`src/sv/gtbs_pkg.sv`:
```
// ----------------------------------------------------------------------------
// gtbs_pkg
// Shared types and constants of the glyph table search unit.
// ----------------------------------------------------------------------------
package gtbs_pkg;

  // Fixed field widths
  localparam int unsigned TotalW    = 11;
  localparam int unsigned CfgIdxW   = 1;
  localparam int unsigned CfgDataW  = 32;
  localparam int unsigned StatusW   = 3;
  localparam int unsigned FoundIdxW = 10;
  localparam int unsigned CmpW      = 33;
  localparam int unsigned CeilW     = 14;
  localparam int unsigned NeedW     = 30;

  // Result codes
  typedef enum logic [StatusW-1:0] {
    STAT_ACCEPTED  = 3'd0,
    STAT_COMPLETE  = 3'd1,
    STAT_FOUND     = 3'd2,
    STAT_NOT_FOUND = 3'd3,
    STAT_NOT_LOADED = 3'd4,
    STAT_ORDER_ERR = 3'd5,
    STAT_RANGE_ERR = 3'd6,
    STAT_OVERFLOW  = 3'd7
  } status_e;

  // Configuration register indexes
  typedef enum logic [CfgIdxW-1:0] {
    REG_GLYPH_TOTAL  = 1'b0,
    REG_BITMAP_BYTES = 1'b1
  } cfg_reg_e;

  // Sequencer states
  typedef enum logic [2:0] {
    S_IDLE,
    S_DECODE,
    S_ORDER,
    S_RANGE,
    S_PROBE,
    S_COMPARE
  } state_e;

  // Flags of the shared compare unit
  typedef struct packed {
    logic lt;
    logic eq;
  } cmp_flags_t;

  // One table entry as stored
  typedef struct packed {
    logic [31:0]        codepoint;
    logic [15:0]        width;
    logic [15:0]        height;
    logic signed [15:0] offset_x;
    logic signed [15:0] offset_y;
    logic [15:0]        advance;
    logic [31:0]        bitmap_start;
  } glyph_entry_t;

endpackage

```
`src/sv/gtbs_cmp_unit.sv`:
```
// ----------------------------------------------------------------------------
// gtbs_cmp_unit
// Shared unsigned magnitude compare used for order, range and search checks.
// ----------------------------------------------------------------------------
module gtbs_cmp_unit (
  input  logic [gtbs_pkg::CmpW-1:0] a_i,
  input  logic [gtbs_pkg::CmpW-1:0] b_i,
  output gtbs_pkg::cmp_flags_t      flags_o
);

  logic [gtbs_pkg::CmpW:0] diff;

  // Subtract once; borrow gives less-than
  assign diff       = {1'b0, a_i} - {1'b0, b_i};
  assign flags_o.lt = diff[gtbs_pkg::CmpW];
  assign flags_o.eq = (diff == '0);

endmodule

```
`config.mk`:
```
export PLATFORM = sky130hd
export DESIGN_NAME = gtbs_cmp_unit
export DESIGN_NICKNAME = d
export VERILOG_FILES = /design/src/sv/gtbs_pkg.sv /design/src/sv/gtbs_cmp_unit.sv
export SDC_FILE = /design/constraint.sdc
export NUM_CORES = 1
export LEC_CHECK = 0
export BUFFER_PORTS_ARGS = -buffer_cell sky130_fd_sc_hd__buf_4
export CAP_MARGIN = 25
export CELL_PAD_IN_SITES_DETAIL_PLACEMENT = 1
export CELL_PAD_IN_SITES_GLOBAL_PLACEMENT = 1
export CORE_ASPECT_RATIO = 0.75
export CORE_MARGIN = 3
export CORE_UTILIZATION = 41
export DETAILED_ROUTE_END_ITERATION = 10
export PLACE_DENSITY_LB_ADDON = 0.12
export SLEW_MARGIN = 20
export SYNTH_ARGS = -nofsm -noshare
export SYNTH_HDL_FRONTEND = slang
export SYNTH_SLANG_ARGS = --single-unit
```
`constraint.sdc`:
```
create_clock -name vclk -period 5.97
set_input_delay 0.597 -clock vclk [all_inputs]
set_output_delay 0.597 -clock vclk [all_outputs]
set_load 0.05 [all_outputs]
```
---- Yosys cells after proc, flatten, opt, wreduce, memory -nomap -nowiden ----
Cells that the tools add are included.
storage, ports and cells
  register bits ........................... 0
  input port bits ......................... 66
  output and inout port bits .............. 2
  logic and storage cells ................. 2
operators by class
  add/subtract/negate cells ............... 1
  reductions and logical operators ........ 1
operators with widths
  operator                      number
  zero test 34 bit              1
  subtractor 33 x 33 -> 34 bit  1

---- Depth between registers and ports, before layout ----
  depth in word-level cells ............... 2
  mapped depth ............................ 14
  mapped depth without buffers ............ 14

---- Worst setup path after synthesis ----
OpenSTA, ideal clock, no wires.
  path type ............................... input to output
  start ................................... input port a_i[0] in the netlist's numbering
  end ..................................... output port flags_o[0] in the netlist's numbering
  arrival time ............................ 3.826 ns
  data required time ...................... 5.373 ns
  slack ................................... 1.547 ns
  stages on the path ...................... 13
  path buffers ............................ 0
  path through ............................ inv_1 -> ha_1 -> inv_1 -> fa_1 -> a21o_1 -> a221oi_4 -> o22ai_2 -> o21a_1 -> a31o_1 -> a211oi_2 -> o2111ai_1 -> nor4_1 -> nor4b_2
RTL lines
  item             line                RTL
  start, declared  gtbs_cmp_unit.sv:6  input logic [gtbs_pkg::CmpW-1:0] a_i,
  end, declared    gtbs_cmp_unit.sv:8  output gtbs_pkg::cmp_flags_t flags_o

==> impl_metrics.env <==
export IMPL_avgSynthCellArea_um2=6.68
export IMPL_path_cells="buf_4, inv_1, ha_1, inv_1, fa_1, a21o_1, a221oi_4, o22ai_2, o21a_1, a31o_1, nand4_1, or3b_1, o221ai_1, nor4_1, nor4b_2, buf_4"
export IMPL_syn_cell_area_um2=2170
export IMPL_path_delay_family="compound AO/OA/AOI/OAI gates"
export IMPL_io_pins=68
export IMPL_seq_cell_count=0
export IMPL_n_fill_cell=688
export IMPL_synth_warnings=0
export IMPL_dieArea_um2=6220
export IMPL_p_sw_w=0.000169
export IMPL_leakage_nw=1.33
export IMPL_timing_final_crit_share_pct=72.6
export IMPL_dpl_cell_count=453
export IMPL_synthAdderAreaFrac_pct=19.9
export IMPL_p_int_w=0.000124
export IMPL_drt_iter0_drc=180
export IMPL_drc=0
export IMPL_rows=22
export IMPL_hold_buffers=0
export IMPL_synth_top_family_by_area="compound AO/OA/AOI/OAI gates"
export IMPL_p_clk_share_pct=0
export IMPL_tns_ns=0
export IMPL_comb_power_share_pct=100.0
export IMPL_final_seq_area_um2=0
export IMPL_fin_util_pct=54.4
export IMPL_relSlewSlack_pct=62.2
export IMPL_hold_viol_final=0
export IMPL_die_w_um=90.0
export IMPL_cts_setup_buffers=0
export IMPL_outcome="finished, final reports clean"
export IMPL_dp_hpwl_um=7090
export IMPL_rsz0062_at_grt="false"
export IMPL_nClkBuffers=0
export IMPL_die_h_um=69.0
export IMPL_synth_top_area_share_pct=19.0
export IMPL_synth_nets=425
export IMPL_multi_input_area_um2=1960
export IMPL_instances_no_fill=453
export IMPL_cts_resized=0
export IMPL_crit_start="a_i[0]"
export IMPL_seq_area_frac_synth_pct=0
export IMPL_required_ns=5.37
export IMPL_core_um2=5010
export IMPL_critPathCaptureType="primary output"
export IMPL_grt_total_usage_pct=25.5
export IMPL_setup_viol=0
export IMPL_slew_violations=0
export IMPL_synth_xor_area_share_pct=6.45
export IMPL_gp_congestion=0.939
export IMPL_drv_cap=0
export IMPL_firstDrtPassIters=4
export IMPL_synthCells=325
export IMPL_antenna_found_initial=0
export IMPL_cp_max_fo=4
export IMPL_powerDensity_nw_per_um2=108
export IMPL_worst_path_max_delay_cell="or3b_1"
export IMPL_pwr_share_seq_pct=0
export IMPL_synthSimpleGateAreaFrac_pct=22.7
export IMPL_syn2layout_area_growth_pct=25.4
export IMPL_start_util_pct=43.4
export IMPL_ant_nets=0
export IMPL_start_kind="input pin"
export IMPL_grt_overflow=0
export IMPL_num_vias=2724
export IMPL_crit_type="in -> out"
export IMPL_via_per_inst=6.01
export IMPL_worst_hold_path_type="in -> out"
export IMPL_switching_share_pct=57.6
export IMPL_slowest_delay_ns=0.40
export IMPL_routedWlPerCell_um=18.0
export IMPL_drt_wl_total_um=8150
export IMPL_fmax_mhz=231
export IMPL_port_buffer_count=68
export IMPL_muxShareOfSynthArea_pct=0.461
export IMPL_synth_top_area_cell="ha_1"
export IMPL_grt_first_pass_wirelength_um=13500
export IMPL_irDropWorstVdd_v=0.0000446
export IMPL_layout_nets=483
export IMPL_synth_area_leaders="ha_1, inv_1, a21oi_1"
export IMPL_drive_above_1_share_pct=21.3
export IMPL_critPathCapture="flags_o[0]"
export IMPL_synth_compound_area_share_pct=40.6
export IMPL_period_needed_ns=4.34
export IMPL_arrival_ns=3.74
export IMPL_path_buf_inv=4
export IMPL_antenna_cells=0
export IMPL_worstMarginPinSlew_ns=0.563
export IMPL_yosysUniqueCellTypes=58
export IMPL_cp_num_cells=16
export IMPL_grt_max_degree=14
export IMPL_grt_pass1_vias=2791
## final cells by class
type / instances / area share (%)
multi-input cells: 269 / 71.9
repair buffers: 68 / 18.7
inverters: 44 / 6.06
well taps: 72 / 3.31
## metal layers
metal | vias up | global-route usage, % | wire length (µm)
li1 | 1319 | - | -
met4 | 0 | 1.87 | 61
met2 | 81 | 41.1 | 3480
met1 | 1316 | 38.1 | 4090
met3 | 8 | 2.40 | 515
met5 | - | 0 | 0
## Yosys cell counts, types with 3 or more instances
| cell type | number |
|---|---|
| inv_1 | 44 |
| ha_1 | 33 |
| a21oi_1 | 31 |
| nand2_1 | 24 |
| o21ai_0 | 22 |
| nor2_1 | 20 |
| a21o_1 | 12 |
| xnor2_1 | 10 |
| clkbuf_1 | 9 |
| nand4_1 | 9 |
| a31oi_1 | 8 |
| a211oi_1 | 6 |
| xor2_1 | 6 |
| nand2b_1 | 5 |
| nand3_1 | 5 |
| nor2b_1 | 5 |
| nor3_1 | 5 |
| o21a_1 | 5 |
| o2111ai_1 | 4 |
| o21bai_1 | 4 |
| a221oi_1 | 3 |
| a311oi_1 | 3 |
| nor3b_1 | 3 |
| nor4_1 | 3 |
| o21ai_1 | 3 |
| o22ai_1 | 3 |
## worst min path at each step
stage | from | end | slack [ns] | cells past startpoint
2_1_floorplan | a_i[32] | flags_o[1] | 1.51 | 2
3_3_place_gp | a_i[32] | flags_o[1] | 1.65 | 4
3_5_place_dp | a_i[32] | flags_o[1] | 1.66 | 4
4_1_cts | a_i[32] | flags_o[1] | 1.66 | 4
5_1_grt | a_i[32] | flags_o[1] | 1.68 | 4
6_report | a_i[32] | flags_o[1] | 1.66 | 4
## cells by family (layout without fill, tap and decap cells)
family / Yosys count / after routing
xor+xnor: 16 / 16
buf+inv: 56 / 112
compound gates: 126 / 126
simple gates: 92 / 92
fa+ha+maj: 34 / 34
mux: 1 / 1
## placed cells by master, fill, tap and decap left out, drive strengths merged, types with 3 or more instances in the layout
cell     synthesis  routed
buf              2      68
inv             44      44
ha              33      33
a21oi           31      31
o21ai           25      25
nand2           24      24
nor2            20      20
a21o            12      12
xnor2           10      10
nand4           10      10
a31oi            8       8
a211oi           8       8
xor2             6       6
o21a             6       6
nor2b            5       5
nand2b           5       5
nand3            5       5
nor3             5       5
o21bai           4       4
o2111ai          4       4
o22ai            4       4
a221oi           4       4
a311oi           3       3
nor3b            3       3
nor4             3       3
or2              3       3
o311ai           3       3
## power by group through the flow
stage | clock, W | combinational (W) | sequential (W)
after global placement | 0 | 0.000279 | 0
after detailed placement | 0 | 0.000286 | 0
final | 0 | 0.000293 | 0
after floorplan | 0 | 0.000193 | 0
after global routing | 0 | 0.000321 | 0
after CTS | 0 | 0.000288 | 0
## stage by stage
step / total power [W] / hold WS, ns / worst slack [ns] / instance area [µm²]
global route: 0.000321 / 1.68 / 1.28 / 2720
global placement: 0.000279 / 1.65 / 1.67 / 2720
detailed placement: 0.000286 / 1.66 / 1.63 / 2720
CTS: 0.000288 / 1.66 / 1.62 / 2720
floorplan: 0.000193 / 1.51 / 1.55 / 2170
finish: 0.000293 / 1.66 / 1.63 / 2720
Power figures use the tool's default switching activity.
